`src/hdl/mvkd_pkg.sv`:
```
// Package for the MPEG video keyframe detector.
// Holds the stream kind, scan phase, decision cause, item and result types and the byte constants.
// No dependencies.
package mvkd_pkg;

    localparam logic [7:0] BYTE_ZERO     = 8'h00;
    localparam logic [7:0] BYTE_ONE      = 8'h01;
    localparam logic [7:0] TYPE_GOP      = 8'hB8;
    localparam logic [7:0] TYPE_PICTURE  = 8'h00;
    localparam logic [7:0] TYPE_VOP      = 8'hB6;
    localparam logic [2:0] PIC_TYPE_I    = 3'h1;
    localparam logic [1:0] VOP_TYPE_I    = 2'h0;
    localparam logic [1:0] ZERO_RUN_MAX  = 2'd2;

    typedef enum logic {
        KIND_MPEG2 = 1'b0,
        KIND_MPEG4 = 1'b1
    } t_stream_kind;

    typedef enum logic [1:0] {
        PHASE_SEARCH = 2'd0,
        PHASE_TYPE   = 2'd1,
        PHASE_SKIP   = 2'd2,
        PHASE_CODING = 2'd3
    } t_phase;

    typedef enum logic [1:0] {
        CAUSE_GOP      = 2'd0,
        CAUSE_INTRA    = 2'd1,
        CAUSE_NONINTRA = 2'd2,
        CAUSE_NONE     = 2'd3
    } t_cause;

    typedef struct packed {
        logic [7:0] data_byte;
        logic       unit_end;
    } t_item;

    typedef struct packed {
        logic       hit;
        logic       is_keyframe;
        t_cause     cause;
    } t_result;

endpackage

```
`src/hdl/mvkd_if.sv`:
```
// Valid/ready channel interfaces for the MPEG video keyframe detector.
// One carries stream bytes in, the other carries one decision per unit out.
// No dependencies.
interface mvkd_in_if;
    logic       valid;
    logic       ready;
    logic [7:0] data_byte;
    logic       unit_end;

    modport source (output valid, output data_byte, output unit_end, input ready);
    modport sink   (input valid, input data_byte, input unit_end, output ready);
endinterface

interface mvkd_out_if;
    logic       valid;
    logic       ready;
    logic       is_keyframe;
    logic [1:0] decision_cause;

    modport source (output valid, output is_keyframe, output decision_cause, input ready);
    modport sink   (input valid, input is_keyframe, input decision_cause, output ready);
endinterface

```
`src/hdl/mvkd_scan.sv`:
```
// Start code scanner and header decoder of the MPEG video keyframe detector.
// Keeps the per-unit scan state and decides one item per cycle while i_en is high.
// Depends on mvkd_pkg.
module mvkd_scan (
    input  logic            i_clk,
    input  logic            i_rst_n,
    input  logic            i_en,
    input  logic            i_kind,
    input  mvkd_pkg::t_item i_item,
    output mvkd_pkg::t_result o_result
);
    import mvkd_pkg::*;

    t_phase     r_phase, n_phase;
    logic [1:0] r_zero_run, n_zero_run;
    logic       r_decided, n_decided;
    logic       w_decide;
    t_cause     w_cause;

    always_comb begin
        n_phase    = r_phase;
        n_zero_run = r_zero_run;
        n_decided  = r_decided;
        if (!r_decided) begin
            unique case (r_phase)
                PHASE_TYPE: begin
                    n_zero_run = 2'd0;
                    n_phase    = PHASE_SEARCH;
                    if (i_kind == KIND_MPEG2) begin
                        if (i_item.data_byte == TYPE_GOP) begin
                            n_decided = 1'b1;
                        end else if (i_item.data_byte == TYPE_PICTURE) begin
                            n_phase = PHASE_SKIP;
                        end
                    end else if (i_item.data_byte == TYPE_VOP) begin
                        n_phase = PHASE_CODING;
                    end
                end
                PHASE_SKIP: begin
                    n_zero_run = 2'd0;
                    n_phase    = PHASE_CODING;
                end
                PHASE_CODING: begin
                    n_zero_run = 2'd0;
                    n_phase    = PHASE_SEARCH;
                    n_decided  = 1'b1;
                end
                PHASE_SEARCH: begin
                    if (i_item.data_byte == BYTE_ONE && r_zero_run == ZERO_RUN_MAX) begin
                        n_zero_run = 2'd0;
                        n_phase    = PHASE_TYPE;
                    end else if (i_item.data_byte == BYTE_ZERO) begin
                        if (r_zero_run != ZERO_RUN_MAX) begin
                            n_zero_run = r_zero_run + 2'd1;
                        end
                    end else begin
                        n_zero_run = 2'd0;
                    end
                end
                default: begin
                    n_phase = PHASE_SEARCH;
                end
            endcase
        end
        if (i_item.unit_end) begin
            n_phase    = PHASE_SEARCH;
            n_zero_run = 2'd0;
            n_decided  = 1'b0;
        end
    end

    always_comb begin
        w_decide = 1'b0;
        w_cause  = CAUSE_NONE;
        if (!r_decided) begin
            unique case (r_phase)
                PHASE_TYPE: begin
                    if (i_kind == KIND_MPEG2 && i_item.data_byte == TYPE_GOP) begin
                        w_decide = 1'b1;
                        w_cause  = CAUSE_GOP;
                    end
                end
                PHASE_CODING: begin
                    w_decide = 1'b1;
                    if (i_kind == KIND_MPEG2) begin
                        w_cause = (i_item.data_byte[5:3] == PIC_TYPE_I) ? CAUSE_INTRA
                                                                        : CAUSE_NONINTRA;
                    end else begin
                        w_cause = (i_item.data_byte[7:6] == VOP_TYPE_I) ? CAUSE_INTRA
                                                                        : CAUSE_NONINTRA;
                    end
                end
                PHASE_SEARCH, PHASE_SKIP: begin
                    w_decide = 1'b0;
                end
                default: begin
                    w_decide = 1'b0;
                end
            endcase
        end
        o_result.hit         = w_decide || (!r_decided && i_item.unit_end);
        o_result.cause       = w_cause;
        o_result.is_keyframe = (w_cause == CAUSE_GOP) || (w_cause == CAUSE_INTRA);
    end

    always_ff @(posedge i_clk) begin
        if (!i_rst_n) begin
            r_phase    <= PHASE_SEARCH;
            r_zero_run <= 2'd0;
            r_decided  <= 1'b0;
        end else if (i_en) begin
            r_phase    <= n_phase;
            r_zero_run <= n_zero_run;
            r_decided  <= n_decided;
        end
    end

endmodule

```
`src/hdl/mpeg_video_keyframe_detector.sv`:
```
// Top level of the MPEG video keyframe detector.
// The deciding or last byte is held in the input register and its result in the result register.
// Throughput: one byte item per cycle unless a pending result is stalled by the downstream ready.
// The handshake ready depends on the downstream ready through both stages.
// Reset clears both stage valids and the scan state, and sets the stream kind to MPEG-1/2.
// Depends on mvkd_pkg, mvkd_in_if, mvkd_out_if and mvkd_scan.
module mpeg_video_keyframe_detector (
    input  logic             i_clk,
    input  logic             i_rst_n,
    input  logic             i_cfg_wr_en,
    input  logic             i_cfg_wr_data,
    mvkd_in_if.sink          i_byte,
    mvkd_out_if.source       o_result
);
    import mvkd_pkg::*;

    logic    r_kind;
    logic    r_in_valid;
    t_item   r_in_item;
    logic    r_out_valid;
    logic    r_out_key;
    t_cause  r_out_cause;
    logic    w_advance;
    t_item   w_item;
    t_result w_result;

    assign w_item.data_byte = i_byte.data_byte;
    assign w_item.unit_end  = i_byte.unit_end;

    assign w_advance    = r_in_valid && (!r_out_valid || o_result.ready);
    assign i_byte.ready = !r_in_valid || w_advance;

    mvkd_scan u_scan (
        .i_clk    (i_clk),
        .i_rst_n  (i_rst_n),
        .i_en     (w_advance),
        .i_kind   (r_kind),
        .i_item   (r_in_item),
        .o_result (w_result)
    );

    always_ff @(posedge i_clk) begin
        if (!i_rst_n) begin
            r_kind <= KIND_MPEG2;
        end else if (i_cfg_wr_en) begin
            r_kind <= i_cfg_wr_data;
        end
    end

    always_ff @(posedge i_clk) begin
        if (!i_rst_n) begin
            r_in_valid <= 1'b0;
        end else if (i_byte.ready) begin
            r_in_valid <= i_byte.valid;
        end
    end

    always_ff @(posedge i_clk) begin
        if (i_byte.ready && i_byte.valid) begin
            r_in_item <= w_item;
        end
    end

    always_ff @(posedge i_clk) begin
        if (!i_rst_n) begin
            r_out_valid <= 1'b0;
        end else if (w_advance && w_result.hit) begin
            r_out_valid <= 1'b1;
        end else if (o_result.ready) begin
            r_out_valid <= 1'b0;
        end
    end

    always_ff @(posedge i_clk) begin
        if (w_advance && w_result.hit) begin
            r_out_key   <= w_result.is_keyframe;
            r_out_cause <= w_result.cause;
        end
    end

    assign o_result.valid          = r_out_valid;
    assign o_result.is_keyframe    = r_out_key;
    assign o_result.decision_cause = r_out_cause;

endmodule
```
`src/flat_wrapper.sv`:
```
// flat-port wrapper written by rule: the top's interface ports become plain ports
module mpeg_video_keyframe_detector_flat import mvkd_pkg::*;
  (i_clk, i_rst_n, i_cfg_wr_en, i_cfg_wr_data, i_byte_valid, i_byte_data_byte, i_byte_unit_end, i_byte_ready, o_result_valid, o_result_is_keyframe, o_result_decision_cause, o_result_ready);
  mvkd_in_if i_byte_i ();
  mvkd_out_if o_result_i ();
  input  logic i_clk;
  input  logic i_rst_n;
  input  logic i_cfg_wr_en;
  input  logic i_cfg_wr_data;
  input wire logic [$bits(i_byte_i.valid)-1:0] i_byte_valid;
  input wire logic [$bits(i_byte_i.data_byte)-1:0] i_byte_data_byte;
  input wire logic [$bits(i_byte_i.unit_end)-1:0] i_byte_unit_end;
  output wire logic [$bits(i_byte_i.ready)-1:0] i_byte_ready;
  output wire logic [$bits(o_result_i.valid)-1:0] o_result_valid;
  output wire logic [$bits(o_result_i.is_keyframe)-1:0] o_result_is_keyframe;
  output wire logic [$bits(o_result_i.decision_cause)-1:0] o_result_decision_cause;
  input wire logic [$bits(o_result_i.ready)-1:0] o_result_ready;
  assign i_byte_i.valid = i_byte_valid;
  assign i_byte_i.data_byte = i_byte_data_byte;
  assign i_byte_i.unit_end = i_byte_unit_end;
  assign i_byte_ready = i_byte_i.ready;
  assign o_result_valid = o_result_i.valid;
  assign o_result_is_keyframe = o_result_i.is_keyframe;
  assign o_result_decision_cause = o_result_i.decision_cause;
  assign o_result_i.ready = o_result_ready;
  mpeg_video_keyframe_detector u_core (.i_clk(i_clk), .i_rst_n(i_rst_n), .i_cfg_wr_en(i_cfg_wr_en), .i_cfg_wr_data(i_cfg_wr_data), .i_byte(i_byte_i), .o_result(o_result_i));
endmodule
```
`config.mk`:
```
export PLATFORM = sky130hd
export DESIGN_NAME = mpeg_video_keyframe_detector_flat
export DESIGN_NICKNAME = d
export VERILOG_FILES = /design/src/hdl/mvkd_pkg.sv /design/src/hdl/mvkd_if.sv /design/src/hdl/mvkd_scan.sv /design/src/hdl/mpeg_video_keyframe_detector.sv /design/src/flat_wrapper.sv
export SDC_FILE = /design/constraint.sdc
export NUM_CORES = 1
export LEC_CHECK = 0
export BUFFER_PORTS_ARGS = -buffer_cell sky130_fd_sc_hd__buf_2
export CAP_MARGIN = 25
export CORE_UTILIZATION = 55
export CTS_CLUSTER_DIAMETER = 120
export DETAILED_ROUTE_END_ITERATION = 10
export MAX_ROUTING_LAYER = met4
export PLACE_DENSITY = 0.91
export SYNTH_ARGS = -nofsm -noshare
export SYNTH_HDL_FRONTEND = slang
export SYNTH_SLANG_ARGS = --single-unit
```
`constraint.sdc`:
```
create_clock -name i_clk -period 4.05 [get_ports i_clk]
set_input_delay 0.2025 -clock i_clk [delete_from_list [all_inputs] [get_ports i_clk]]
set_output_delay 0.2025 -clock i_clk [all_outputs]
set_load 0.03 [all_outputs]
```
==> impl_table.tex <==
\begin{tabular}{lr}
\hline
Metric & Value \\
\hline
\multicolumn{2}{l}{\textbf{Run status}} \\
Status & completed \\
\multicolumn{2}{l}{\textbf{Timing}} \\
Achievable clock frequency & 446 MHz \\
Post-route fraction of the period consumed by the critical path & 0.553 \\
Max-slew violations & 0 \\
Final worst path period need & 2.24 ns \\
RSZ-0062 raised after global routing & false \\
Max-slew headroom at the worst pin & 0.646 \\
Count of final hold-check violations & 0 \\
Post-Route Setup TNS & 0 ns \\
Setup clock skew after layout & 0.00405 ns \\
Worst setup margin & 1.81 ns \\
Transition at the pin with the smallest max-transition slack & 0.531 ns \\
Final Setup Violations & 0 \\
\multicolumn{2}{l}{\textbf{Clocking}} \\
Clk buf depth & 2 \\
Number of buffers added to fix hold violations after cts & 0 \\
CTS tree & done \\
Level count of the clock H-tree & 1 \\
Clock tree sinks & 20 \\
CTS-repair resized insts & 0 \\
Clock transition at the registers of the reported paths & 0.11 ns \\
Clock Latency Late Sink & 0.29 ns \\
Post-CTS Setup Repair Bufs & 0 \\
Inserted Clock Buffers & 3 \\
Root cell of the clock tree & clkbuf\_4 \\
\multicolumn{2}{l}{\textbf{Place}} \\
Placed Instances & 114 \\
Port Buffer Count & 19 \\
Pre-CTS setup slack & 1.81 ns \\
Final Wtd Congestion & 0.885 \\
HPWL reported at the end of detailed placement & 1.26 mm \\
\multicolumn{2}{l}{\textbf{Floorplanning}} \\
Core Footprint & 1520 sq um \\
Vert. Die Dim & 42.6 um \\
Cell row count & 14 \\
I/O pin count & 20 \\
Die area & 1820 sq um \\
Die outline width & 42.6 um \\
Starting density of the core & 0.595 \\
\multicolumn{2}{l}{\textbf{Finish}} \\
Layout cells sized above 1 & 0.265 \\
Fraction of the core area covered by cells at the end of the flow & 0.686 \\
Area growth from synthesis to layout & 15.2\% \\
Fillcell total & 117 \\
Ant diodes & 0 \\
Final cell count without fillers & 118 \\
Nets & 119 \\
Footprint of the multi-input gates & 375 sq um \\
Register area & 520 sq um \\
\multicolumn{2}{l}{\textbf{Power}} \\
Power after layout & 0.000349 W \\
Register share of total power & 0.660 \\
Leakage power figure & 0.357 nW \\
Internal power summed over all cells & 0.000271 W \\
Sw Share & 0.224 \\
Fraction of power consumed by combinational cells & 0.074 \\
Power density normalized to cell area & 334 nW/um\^{}2 \\
Part of the total power dissipated in the clock network & 0.266 \\
Max VDD drop & 0.259 mV \\
Sw Pwr & 0.0000783 W \\
\multicolumn{2}{l}{\textbf{Critical path}} \\
Max FO, Critical Path & 4 \\
Required time of the critical path & 3.99 ns \\
Type of origin of the critical path & flip-flop \\
Category of the most critical setup path & reg2reg \\
Worst EP arrival & 2.19 ns \\
Nature of the critical path endpoint & flip-flop \\
\multicolumn{2}{l}{\textbf{Synth}} \\
Synth Net Count & 96 \\
Warning count from the yosys run & 0 \\
Mean area per synthesized cell & 11.3 sq um \\
Cell area after synthesis & 907 sq um \\
Synth Register Bits & 20 \\
Register area share after synthesis & 0.574 \\
Cell count after synthesis & 80 \\
Area share of the largest cell type after synthesis & 0.397 \\
Leading area contributor after synthesis & edfxtp\_1 \\
Number of distinct library cells after synthesis & 35 \\
Fraction of registers with async set/reset & 0 \\
Largest cells by area after synthesis & edfxtp\_1, dfxtp\_1, nand2\_1 \\
Most used DFF post-synth & edfxtp\_1 \\
Number of flops mapped to enable cells by yosys & 12 \\
\multicolumn{2}{l}{\textbf{Hold path}} \\
Kind of path behind the tightest hold check & in2reg \\
\multicolumn{2}{l}{\textbf{Routing}} \\
DRC marker count from the first detailed-route iteration & 37 \\
TritonRoute pass-1 iters & 4 \\
Final Routed Wirelength & 1.58 mm \\
Final routed wire length divided by cell count & 13.4 um \\
Mean number of vias per cell & 6.31 \\
Antenna-violating nets left & 0 \\
Post-route DRC & 0 \\
Vias & 744 \\
\multicolumn{2}{l}{\textbf{Global routing}} \\
Number of global-route vias before repair & 675 \\
Global route overflow & 0 \\
Antenna violations before repair & 0 \\
First-pass GRT wire length & 2.73 mm \\
Total routing resource utilization after global routing & 0.205 \\
Largest net degree at the start of global routing & 12 \\
\multicolumn{2}{l}{\textbf{Job}} \\
Max cap viols & 0 \\
\hline
\end{tabular}
kinds of logic (layout without fill, tap and decap cells):
| kind of cell | after synthesis | in the layout | synth area share |
|---|---|---|---|
| compound gates | 17 | 17 | 0.145 |
| mux | 2 | 2 | 0.0221 |
| buf+inv | 3 | 25 | 0.0124 |
| flops | 20 | 20 | 0.574 |
| fa+ha+maj | 1 | 1 | 0.0138 |
| simple gates | 37 | 37 | 0.233 |
Yosys cell counts, types with 2 or more instances:
master,instances
nand2b_1,4
nor4_1,2
nor2b_1,3
o21ai_0,2
edfxtp_1,12
nor3_1,3
nand2_1,9
dfxtp_1,8
a21oi_1,3
mux2i_1,2
inv_1,2
nand3_1,3
or4_4,2
nor2_1,4
final timing paths:
path	startpoint	end	slack, ns	depth (start not counted)
worst min-delay path	i_byte_unit_end	u_core.r_in_item[0]	0.08	1
worst max-delay path	u_core.r_in_item[7]	u_core.o_result.decision_cause[1]	1.81	3
worst min register to register	u_core.u_scan.r_zero_run[0]	u_core.u_scan.r_zero_run[0]	0.47	1
worst max register to register	u_core.r_in_item[7]	u_core.o_result.decision_cause[1]	1.81	3
through the flow:
step	hold WS [ns]	cell area, sq um
floorplan	0.301	907
global placement	0.379	1020
detailed placement	0.381	1020
CTS	0.0747	1040
global route	0.0586	1040
finish	0.0767	1040
cell type report:
type                    instances  area share
well taps                      16      0.0192
clock inverters                 1     0.00359
repair buffers                 19      0.0910
clock buffers                   3      0.0216
inverters                       2     0.00719
flip-flops and latches         20       0.498
multi-input cells              57       0.359
power groups by stage:
stage                clock, W  sequential (W)  combinational [W]
floorplan                   0        0.000234          0.0000149
global placement            0        0.000234          0.0000248
detailed placement          0        0.000235          0.0000261
CTS                 0.0000947        0.000230          0.0000261
global route         0.000103        0.000231          0.0000288
finish              0.0000930        0.000230          0.0000259
state kept, by name, indices dropped and copies added, names as in the netlist:
register                        flops
u_core.r_kind                       1
u_core.r_in_item                    9
u_core.u_scan.r_decided             1
u_core.o_result.is_keyframe         1
u_core.o_result.decision_cause      2
u_core.u_scan.r_phase               2
u_core.r_in_valid                   1
u_core.o_result.valid               1
u_core.u_scan.r_zero_run            2
cells in the final DEF, fill, tap and decap left out, drive strengths merged, types with 2 or more instances in the layout:
cell type / n
a21oi: 3
buf: 19
clkbuf: 3
dfxtp: 8
edfxtp: 12
inv: 2
mux2i: 2
nand2: 9
nand2b: 4
nand3: 3
nor2: 4
nor2b: 3
nor3: 3
nor4: 2
o21ai: 2
o22ai: 2
or3: 2
or4: 3
critical path, stage by stage, from the launching register on:
cell and delay [ns]:
edfxtp_1 0.42, or3_4 0.42, or4_1 0.53, a2111oi_2 0.53
layer usage:
metal  vias to the layer above  GRT usage  wire length (um)
met5                         -          -                 0
met3                         4     0.0431                85
met2                        31      0.345               810
li1                        354          -                 -
met1                       355      0.238               663
met4                         0     0.0875                21
(Power assumes the default switching activity.)
